$ cat src/rtl/mcpg_pkg.sv
// mcpg_pkg: shared constants and helpers for the circle point generator
// no dependencies; imported by the interfaces and every rtl module

package mcpg_pkg;

  localparam int COORD_BITS_DEF = 10;
  localparam int QUEUE_LOG_DEF  = 1;

  // word opcodes
  localparam logic OP_START = 1'b0;
  localparam logic OP_STEP  = 1'b1;

  // decision update constants
  localparam int DEC_INIT  = 3;
  localparam int STEP_DIAG = 10;
  localparam int STEP_AXIS = 6;

  localparam int GROUP_POINTS = 8;
  localparam int IDX_BITS     = $clog2(GROUP_POINTS);

  // packed width of one queued group: centre, x, y and finish flag
  function automatic int group_bits(input int coord_bits);
    return 4 * coord_bits + 4;
  endfunction

endpackage

$ cat src/rtl/mcpg_in_if.sv
// mcpg_in_if: input channel, valid/ready with start/step command word
// depends on mcpg_pkg

interface mcpg_in_if
  import mcpg_pkg::*;
#(
  parameter int COORD_BITS = COORD_BITS_DEF
) ();
  logic                  valid;
  logic                  ready;
  logic                  op;
  logic [COORD_BITS-1:0] center_x;
  logic [COORD_BITS-1:0] center_y;
  logic [COORD_BITS-1:0] radius;

  modport source (output valid, op, center_x, center_y, radius, input ready);
  modport sink   (input valid, op, center_x, center_y, radius, output ready);
endinterface

$ cat src/rtl/mcpg_out_if.sv
// mcpg_out_if: output channel, valid/ready with one circle point per word
// depends on mcpg_pkg

interface mcpg_out_if
  import mcpg_pkg::*;
#(
  parameter int COORD_BITS = COORD_BITS_DEF
) ();
  logic                           valid;
  logic                           ready;
  logic signed [COORD_BITS+1:0]   point_x;
  logic signed [COORD_BITS+1:0]   point_y;
  logic                           last;
  logic                           done_res;

  modport source (output valid, point_x, point_y, last, done_res, input ready);
  modport sink   (input valid, point_x, point_y, last, done_res, output ready);
endinterface

$ cat src/rtl/mcpg_queue.sv
// mcpg_queue: small fifo of point groups between front and back ends
// depends on mcpg_pkg

module mcpg_queue
  import mcpg_pkg::*;
#(
  parameter int DATA_BITS = group_bits(COORD_BITS_DEF),
  parameter int DEPTH_LOG = QUEUE_LOG_DEF
) (
  input  logic                 clk,
  input  logic                 rst,
  input  logic                 push,
  input  logic [DATA_BITS-1:0] push_data,
  output logic                 full,
  input  logic                 pop,
  output logic                 not_empty,
  output logic [DATA_BITS-1:0] head
);
  localparam int DEPTH = 1 << DEPTH_LOG;

  logic [DATA_BITS-1:0] mem [DEPTH];
  logic [DEPTH_LOG-1:0] wr_ptr;
  logic [DEPTH_LOG-1:0] rd_ptr;
  logic [DEPTH_LOG:0]   count;

  assign full      = (count == (DEPTH_LOG+1)'(DEPTH));
  assign not_empty = (count != '0);
  assign head      = mem[rd_ptr];

  always_ff @(posedge clk) begin
    if (push) begin
      mem[wr_ptr] <= push_data;
    end
  end

  always_ff @(posedge clk) begin
    if (rst) begin
      wr_ptr <= '0;
      rd_ptr <= '0;
      count  <= '0;
    end else begin
      if (push) begin
        wr_ptr <= wr_ptr + 1'b1;
      end
      if (pop) begin
        rd_ptr <= rd_ptr + 1'b1;
      end
      if (push && !pop) begin
        count <= count + 1'b1;
      end else if (pop && !push) begin
        count <= count - 1'b1;
      end
    end
  end
endmodule

$ cat src/rtl/mcpg_front.sv
// mcpg_front: takes start/step words, runs the decision update, queues groups
// depends on mcpg_pkg and mcpg_in_if

module mcpg_front
  import mcpg_pkg::*;
#(
  parameter int COORD_BITS = COORD_BITS_DEF
) (
  input  logic                                  clk,
  input  logic                                  rst,
  mcpg_in_if.sink                               in_ch,
  input  logic                                  full,
  output logic                                  push,
  output logic [group_bits(COORD_BITS)-1:0]     push_data
);
  localparam int PX = COORD_BITS + 1;
  localparam int PY = COORD_BITS + 2;
  localparam int DB = COORD_BITS + 6;

  typedef struct packed {
    logic [COORD_BITS-1:0] cx;
    logic [COORD_BITS-1:0] cy;
    logic [PX-1:0]         x;
    logic [PY-1:0]         y;
    logic                  fin;
  } group_t;

  logic [PX-1:0]         pos_x,      pos_x_next;
  logic [PY-1:0]         pos_y,      pos_y_next;
  logic [DB-1:0]         decision,   decision_next;
  logic [COORD_BITS-1:0] center_col, center_col_next;
  logic [COORD_BITS-1:0] center_row, center_row_next;
  logic                  active,     active_next;

  logic          take;
  logic          is_start;
  logic [PX-1:0] x_inc;
  logic [PY-1:0] y_dec;
  logic [DB-1:0] x_ext;
  logic [DB-1:0] y_ext;
  logic [DB-1:0] r_ext;
  logic          d_pos;
  logic          fin;
  group_t        grp;

  assign in_ch.ready = !full;
  assign take        = in_ch.valid && in_ch.ready;
  assign is_start    = (in_ch.op == OP_START);

  assign x_inc = pos_x + 1'b1;
  assign y_dec = pos_y - 1'b1;
  assign x_ext = {{(DB-PX){1'b0}}, x_inc};
  assign y_ext = {{(DB-PY){y_dec[PY-1]}}, y_dec};
  assign r_ext = {{(DB-COORD_BITS){1'b0}}, in_ch.radius};
  assign d_pos = !decision[DB-1] && (decision != '0);

  always_comb begin
    pos_x_next      = pos_x;
    pos_y_next      = pos_y;
    decision_next   = decision;
    center_col_next = center_col;
    center_row_next = center_row;
    if (is_start) begin
      pos_x_next      = '0;
      pos_y_next      = {2'b00, in_ch.radius};
      decision_next   = DB'(DEC_INIT) - (r_ext << 1);
      center_col_next = in_ch.center_x;
      center_row_next = in_ch.center_y;
    end else begin
      pos_x_next = x_inc;
      if (d_pos) begin
        pos_y_next    = y_dec;
        decision_next = decision + ((x_ext - y_ext) << 2) + DB'(STEP_DIAG);
      end else begin
        decision_next = decision + (x_ext << 2) + DB'(STEP_AXIS);
      end
    end
  end

  // finished once y drops below x
  assign fin = $signed({pos_y_next[PY-1], pos_y_next}) < $signed({2'b00, pos_x_next});

  assign push        = take && (is_start || active);
  assign active_next = !fin;

  assign grp.cx  = center_col_next;
  assign grp.cy  = center_row_next;
  assign grp.x   = pos_x_next;
  assign grp.y   = pos_y_next;
  assign grp.fin = fin;
  assign push_data = grp;

  always_ff @(posedge clk) begin
    if (rst) begin
      pos_x      <= '0;
      pos_y      <= '0;
      decision   <= '0;
      center_col <= '0;
      center_row <= '0;
      active     <= 1'b0;
    end else if (push) begin
      pos_x      <= pos_x_next;
      pos_y      <= pos_y_next;
      decision   <= decision_next;
      center_col <= center_col_next;
      center_row <= center_row_next;
      active     <= active_next;
    end
  end
endmodule

$ cat src/rtl/mcpg_back.sv
// mcpg_back: expands each queued group into eight symmetric points
// depends on mcpg_pkg and mcpg_out_if

module mcpg_back
  import mcpg_pkg::*;
#(
  parameter int COORD_BITS = COORD_BITS_DEF
) (
  input  logic                              clk,
  input  logic                              rst,
  input  logic                              head_valid,
  input  logic [group_bits(COORD_BITS)-1:0] head,
  output logic                              pop,
  mcpg_out_if.source                        out_ch
);
  localparam int PX = COORD_BITS + 1;
  localparam int PY = COORD_BITS + 2;
  localparam int PT = COORD_BITS + 2;

  typedef struct packed {
    logic [COORD_BITS-1:0] cx;
    logic [COORD_BITS-1:0] cy;
    logic [PX-1:0]         x;
    logic [PY-1:0]         y;
    logic                  fin;
  } group_t;

  group_t        grp;
  logic [IDX_BITS-1:0] idx;
  logic          load;
  logic          last_pt;
  logic [PT-1:0] cx_e;
  logic [PT-1:0] cy_e;
  logic [PT-1:0] x_e;
  logic [PT-1:0] a_off;
  logic [PT-1:0] b_off;
  logic [PT-1:0] px;
  logic [PT-1:0] py;

  assign grp  = head;
  assign load = head_valid && (!out_ch.valid || out_ch.ready);

  assign cx_e  = {2'b00, grp.cx};
  assign cy_e  = {2'b00, grp.cy};
  assign x_e   = {1'b0, grp.x};
  // upper half swaps axes, bit 0 mirrors column, bit 1 mirrors row
  assign a_off = idx[2] ? grp.y : x_e;
  assign b_off = idx[2] ? x_e : grp.y;
  assign px    = idx[0] ? (cx_e - a_off) : (cx_e + a_off);
  assign py    = idx[1] ? (cy_e - b_off) : (cy_e + b_off);

  assign last_pt = (idx == IDX_BITS'(GROUP_POINTS - 1));
  assign pop     = load && last_pt;

  always_ff @(posedge clk) begin
    if (rst) begin
      out_ch.valid <= 1'b0;
      idx          <= '0;
    end else if (load) begin
      out_ch.valid <= 1'b1;
      idx          <= idx + 1'b1;
    end else if (out_ch.ready) begin
      out_ch.valid <= 1'b0;
    end
  end

  always_ff @(posedge clk) begin
    if (load) begin
      out_ch.point_x  <= px;
      out_ch.point_y  <= py;
      out_ch.last     <= last_pt;
      out_ch.done_res <= grp.fin;
    end
  end
endmodule

$ cat src/rtl/midpoint_circle_point_generator.sv
// midpoint_circle_point_generator: top level of the circle point generator
// depends on mcpg_pkg, mcpg_in_if, mcpg_out_if, mcpg_front, mcpg_queue, mcpg_back
//
// in_ch takes one command word per handshake: op start loads centre and
// radius, op step advances the circle by one column. out_ch gives one
// point word per handshake, eight per start or live step, last set on
// the eighth and done_res set on all eight once y has dropped below x.
// a step with no circle in progress is taken and gives nothing.
// the front end runs the decision update in the accepting cycle and queues
// the point group; the back end turns a group into points, one per cycle
// while out_ch is ready. each group passes through the group queue and
// then the output register; the two-entry group queue lets the front end
// take words back to back until it fills.
// when out_ch stalls the output register holds its word, the queue fills
// and then in_ch.ready drops; nothing is lost or repeated.
// reset (rst, synchronous) empties the queue and output register and
// leaves no circle in progress.

module midpoint_circle_point_generator
  import mcpg_pkg::*;
#(
  parameter int COORD_BITS = COORD_BITS_DEF,
  parameter int QUEUE_LOG  = QUEUE_LOG_DEF
) (
  input  logic        clk,
  input  logic        rst,
  mcpg_in_if.sink     in_ch,
  mcpg_out_if.source  out_ch
);
  localparam int GB = group_bits(COORD_BITS);

  logic          push;
  logic [GB-1:0] push_data;
  logic          full;
  logic          pop;
  logic          not_empty;
  logic [GB-1:0] head;

  mcpg_front #(
    .COORD_BITS (COORD_BITS)
  ) u_front (
    .clk       (clk),
    .rst       (rst),
    .in_ch     (in_ch),
    .full      (full),
    .push      (push),
    .push_data (push_data)
  );

  mcpg_queue #(
    .DATA_BITS (GB),
    .DEPTH_LOG (QUEUE_LOG)
  ) u_queue (
    .clk       (clk),
    .rst       (rst),
    .push      (push),
    .push_data (push_data),
    .full      (full),
    .pop       (pop),
    .not_empty (not_empty),
    .head      (head)
  );

  mcpg_back #(
    .COORD_BITS (COORD_BITS)
  ) u_back (
    .clk        (clk),
    .rst        (rst),
    .head_valid (not_empty),
    .head       (head),
    .pop        (pop),
    .out_ch     (out_ch)
  );
endmodule

$ cat src/flat_wrapper.sv
// flat-port wrapper written by rule: the top's interface ports become plain ports
module midpoint_circle_point_generator_flat import mcpg_pkg::*;
#(
  parameter int COORD_BITS = COORD_BITS_DEF,
  parameter int QUEUE_LOG  = QUEUE_LOG_DEF
)
  (clk, rst, in_ch_valid, in_ch_op, in_ch_center_x, in_ch_center_y, in_ch_radius, in_ch_ready, out_ch_valid, out_ch_point_x, out_ch_point_y, out_ch_last, out_ch_done_res, out_ch_ready);
  mcpg_in_if #(.COORD_BITS(COORD_BITS)) in_ch_i ();
  mcpg_out_if #(.COORD_BITS(COORD_BITS)) out_ch_i ();
  input  logic clk;
  input  logic rst;
  input wire logic [$bits(in_ch_i.valid)-1:0] in_ch_valid;
  input wire logic [$bits(in_ch_i.op)-1:0] in_ch_op;
  input wire logic [$bits(in_ch_i.center_x)-1:0] in_ch_center_x;
  input wire logic [$bits(in_ch_i.center_y)-1:0] in_ch_center_y;
  input wire logic [$bits(in_ch_i.radius)-1:0] in_ch_radius;
  output wire logic [$bits(in_ch_i.ready)-1:0] in_ch_ready;
  output wire logic [$bits(out_ch_i.valid)-1:0] out_ch_valid;
  output wire logic [$bits(out_ch_i.point_x)-1:0] out_ch_point_x;
  output wire logic [$bits(out_ch_i.point_y)-1:0] out_ch_point_y;
  output wire logic [$bits(out_ch_i.last)-1:0] out_ch_last;
  output wire logic [$bits(out_ch_i.done_res)-1:0] out_ch_done_res;
  input wire logic [$bits(out_ch_i.ready)-1:0] out_ch_ready;
  assign in_ch_i.valid = in_ch_valid;
  assign in_ch_i.op = in_ch_op;
  assign in_ch_i.center_x = in_ch_center_x;
  assign in_ch_i.center_y = in_ch_center_y;
  assign in_ch_i.radius = in_ch_radius;
  assign in_ch_ready = in_ch_i.ready;
  assign out_ch_valid = out_ch_i.valid;
  assign out_ch_point_x = out_ch_i.point_x;
  assign out_ch_point_y = out_ch_i.point_y;
  assign out_ch_last = out_ch_i.last;
  assign out_ch_done_res = out_ch_i.done_res;
  assign out_ch_i.ready = out_ch_ready;
  midpoint_circle_point_generator #(.COORD_BITS(COORD_BITS), .QUEUE_LOG(QUEUE_LOG)) u_core (.clk(clk), .rst(rst), .in_ch(in_ch_i), .out_ch(out_ch_i));
endmodule
$ cat config.mk
export PLATFORM = sky130hd
export DESIGN_NAME = midpoint_circle_point_generator_flat
export DESIGN_NICKNAME = d
export VERILOG_FILES = /design/src/rtl/mcpg_pkg.sv /design/src/rtl/mcpg_in_if.sv /design/src/rtl/mcpg_out_if.sv /design/src/rtl/mcpg_queue.sv /design/src/rtl/mcpg_front.sv /design/src/rtl/mcpg_back.sv /design/src/rtl/midpoint_circle_point_generator.sv /design/src/flat_wrapper.sv
export SDC_FILE = /design/constraint.sdc
export NUM_CORES = 1
export LEC_CHECK = 0
export ABC_CLOCK_PERIOD_IN_PS = 11400
export CORE_UTILIZATION = 30
export DETAILED_ROUTE_END_ITERATION = 16
export DONT_BUFFER_PORTS = 1
export PLACE_DENSITY_LB_ADDON = 0.1
export SYNTH_ARGS = -nofsm -noshare
export SYNTH_HDL_FRONTEND = slang
export SYNTH_SLANG_ARGS = --single-unit
$ cat constraint.sdc
create_clock -name clk -period 11.4 [get_ports clk]
set_input_delay 0.57 -clock clk [delete_from_list [all_inputs] [get_ports clk]]
set_output_delay 0.57 -clock clk [all_outputs]
set_load 0.02 [all_outputs]
==> results.py <==
metrics = {
    "status": {
        "status": "finished clean",
    },
    "detailed_routing": {
        "vias_per_cell": 4.924,
        "drt-pass1-iter-count": 5,
        "drtIter0Drc": 381,
        "finalWirelength_um": 28380,
        "vias": 7770,
        "drc": 0,
        "drtAntennaViolNets": 0,
        "wl_per_cell_um": 17.98,
    },
    "floorplanning": {
        "core_area_sq_um": 36790,
        "dieHeight_um": 196,
        "pin_count": 63,
        "die-width_um": 196,
        "initial_core_util_pct": 30.69,
        "dieArea_sq_um": 38420,
        "num_rows": 70,
    },
    "worst_setup_path": {
        "worstPathArrival_ps": 4910,
        "crit_path_max_fanout": 7,
        "crit_chain": "ha_1, xor2_1, ha_1, o21ai_0, a21boi_0, o21ai_0, a211oi_1, nor2_1, xnor2_1, ha_1, ha_1, a2111oi_0, o31ai_1, a21o_1, a21oi_1, xnor2_1, a2bb2oi_1",
        "crit_type": "reg -> reg",
        "crit_start": "u_core.u_front.pos_x[0]",
        "slowest_delay_ps": 610,
        "end_kind": "flip-flop",
        "cp.required_ps": 11780,
        "crit_path_start_kind": "flip-flop",
        "r2r-end": "u_core.u_front.decision[14]",
        "critPathSlowestCell": "a2111oi_0",
        "cpMostUsedCell": "ha_1",
        "r2r_start": "u_core.u_front.pos_x[0]",
        "worst-path-buf-inv": 0,
        "reg2reg_depth": 17,
        "reg2reg_setup_slack_ps": 6870,
        "cpLargestDelayFamily": "compound AO/OA/AOI/OAI gates",
    },
    "yosys": {
        "syn_area_per_cell_sq_um": 10.14,
        "synth_ff_type": "edfxtp_1",
        "yosys-top-cells-area": "edfxtp_1 30%, dfxtp_1 12%, ha_1 11%",
        "ys_seq_area_share_pct": 42.55,
        "synth_fp_nets": 1252,
        "synth_cell_types": 73,
        "synth_seq_cells": 183,
        "netlist_instances": 1114,
        "synth_edf_count": 114,
        "yosys.area.top_type_share_pct": 30.32,
        "async_reset_ff_share_pct": 0,
        "synthesis.area_sq_um": 11290,
        "synth_top_cell_by_area": "edfxtp_1",
        "yosys_warnings": 0,
    },
    "sta": {
        "period_share_pct": 39.73,
        "rsz0062_at_grt": "false",
        "max_freq_mhz": 220.8,
        "holdWs_ps": 184.2,
        "finalHoldViolCount": 0,
        "final.min_clock_period_ps": 4529,
        "fin_setup_tns_ps": 0,
        "setup_slack_ps": 6871,
        "setup_viol": 0,
        "clock_skew_ps": 18.80,
        "slew_headroom_pct": 44.56,
        "slew_viol_final": 0,
        "tightest_slew_ps": 823.0,
    },
    "global_route": {
        "antenna_found_initial": 0,
        "grt.total_usage_pct": 15.31,
        "grt_overflow": 0,
        "grt_pass1_vias": 7860,
        "grt_max_degree": 73,
        "grt_pass1_wl_um": 44640,
    },
    "final_layout": {
        "drive_above_1_share_pct": 10.90,
        "final_util_pct": 33.48,
        "multi_input_area_sq_um": 6110,
        "fin_cells": 1578,
        "final_cell_area_sq_um": 12320,
        "n_antenna_cell": 0,
        "area_delta_synth_final_pct": 9.076,
        "fin_nets": 1235,
        "fill_cells": 3748,
        "ff_latch_area_sq_um": 4806,
    },
    "clock_tree": {
        "clk_latency_ps": 450,
        "tritoncts": "yes",
        "clock-sinks": 183,
        "clockRootBuffer": "clkbuf_16",
        "cts_buffers": 17,
        "cts_hold_buf": 0,
        "clk_pin_slew_ps": 80,
        "cts_setup_buffers": 0,
        "ctsHtreeMaxLevel": 4,
        "clock_path_buffers": 2,
        "cts-resized-gates": 0,
    },
    "worst_hold_path": {
        "hold_path.class": "in -> reg",
        "min-delay-start": "rst",
        "holdPathEnd": "u_core.u_front.decision[8]",
        "holdPathStages": 1,
    },
    "pwr": {
        "power_mw": 2.162,
        "vdd_drop_max_mv": 0.1017,
        "p_leak_nw": 4.699,
        "powerDensity_nw_per_um2": 175.5,
    },
    "placed_design": {
        "hpwl_um": 20630,
        "placed_cells": 1546,
        "dpl_worst_slack_ps": 6892,
        "place_congestion": 0.7860,
        "place_area_sq_um": 11770,
        "port-buffer-count": 0,
    },
    "flow_run": {
        "timing.max_cap.violations": 0,
    },
}
-- synthesized netlist by cell type, types with 6 or more instances --
master	count
xor2_1	54
a21o_1	7
a211oi_1	8
nor2_1	104
mux2i_1	18
nand2b_1	8
o21ai_0	44
o21bai_1	7
nor2b_1	10
o211ai_1	12
a21oi_1	93
clkbuf_1	29
nor4_1	6
dfxtp_1	69
mux4_2	8
nand2_1	124
nor3_1	12
xnor2_1	52
and2_1	6
mux2_2	48
edfxtp_1	114
buf_1	9
nand3_1	12
a22oi_1	11
o21a_1	7
and3_1	6
inv_1	52
ha_1	98
-- report_power, final --
group | leakage, nW | switching, mW | internal (mW) | total (mW)
registers | 1.61 | 0.0714 | 0.799 | 0.871
clock network | 0.261 | 0.280 | 0.285 | 0.565
logic | 2.82 | 0.422 | 0.304 | 0.726
total | 4.70 | 0.773 | 1.39 | 2.16
-- sequential cells by signal (all words and copies together) (netlist names), 2 cells and up, named ones only --
name,count
u_core.u_front.center_col,10
u_core.u_front.pos_y,12
u_core.u_front.center_row,10
u_core.u_queue.count,2
u_core.u_back.idx,3
u_core.u_front.pos_x,11
u_core.u_queue.mem,88
u_core.u_back.out_ch.point_x,12
u_core.u_front.decision,16
u_core.u_back.out_ch.point_y,12
-- cell families after synthesis --
logic type | Yosys count | share of synthesized area (%)
and+or+nand+nor | 309 | 12.26
AOI/OAI and AO/OA | 236 | 13.22
DFF | 183 | 42.55
xor gates and xnor gates | 108 | 8.511
adders and majority gates | 103 | 11.75
buffers and inverters | 99 | 3.513
muxes | 76 | 8.200
-- cells in the final DEF, fill, tap and decap left out, drive strengths merged, types with 11 or more instances in the layout --
cell	n
o21ai	51
clkbuf	18
nor3	15
a21oi	93
nand3	12
mux2i	19
nand2	124
inv	61
a22oi	11
nor2	105
dfxtp	69
mux2	49
xor2	54
ha	98
xnor2	54
o211ai	12
edfxtp	114
-- layer usage --
layer	part of all wire, %	up-vias	GRT usage (%)
li1	-	3957	-
met1	50	3694	20.63
met2	47	107	25.68
met3	2.1	12	2.561
met4	0.74	0	3.299
met5	0	-	0
-- worst max path at each step --
stage	cells past startpoint	endpoint	slack [ps]
after floorplan	20	u_core.u_front.decision[15]	7440
after global placement	17	u_core.u_front.decision[14]	6970
after detailed placement	17	u_core.u_front.decision[14]	6890
after CTS	17	u_core.u_front.decision[14]	6850
after global routing	16	u_core.u_front.decision[14]	6480
final	17	u_core.u_front.decision[14]	6870
-- layout make-up --
cell class,instances,area share [%]
Clock inverter,14,0.9245
Timing Repair Buffer,9,0.5486
Multi-Input combinational cell,832,49.61
Sequential cell,183,39.02
Inverter,54,1.656
Clock buffer,18,3.485
Tap cell,468,4.755
Note: power is estimated with default switching activity, not from simulation.
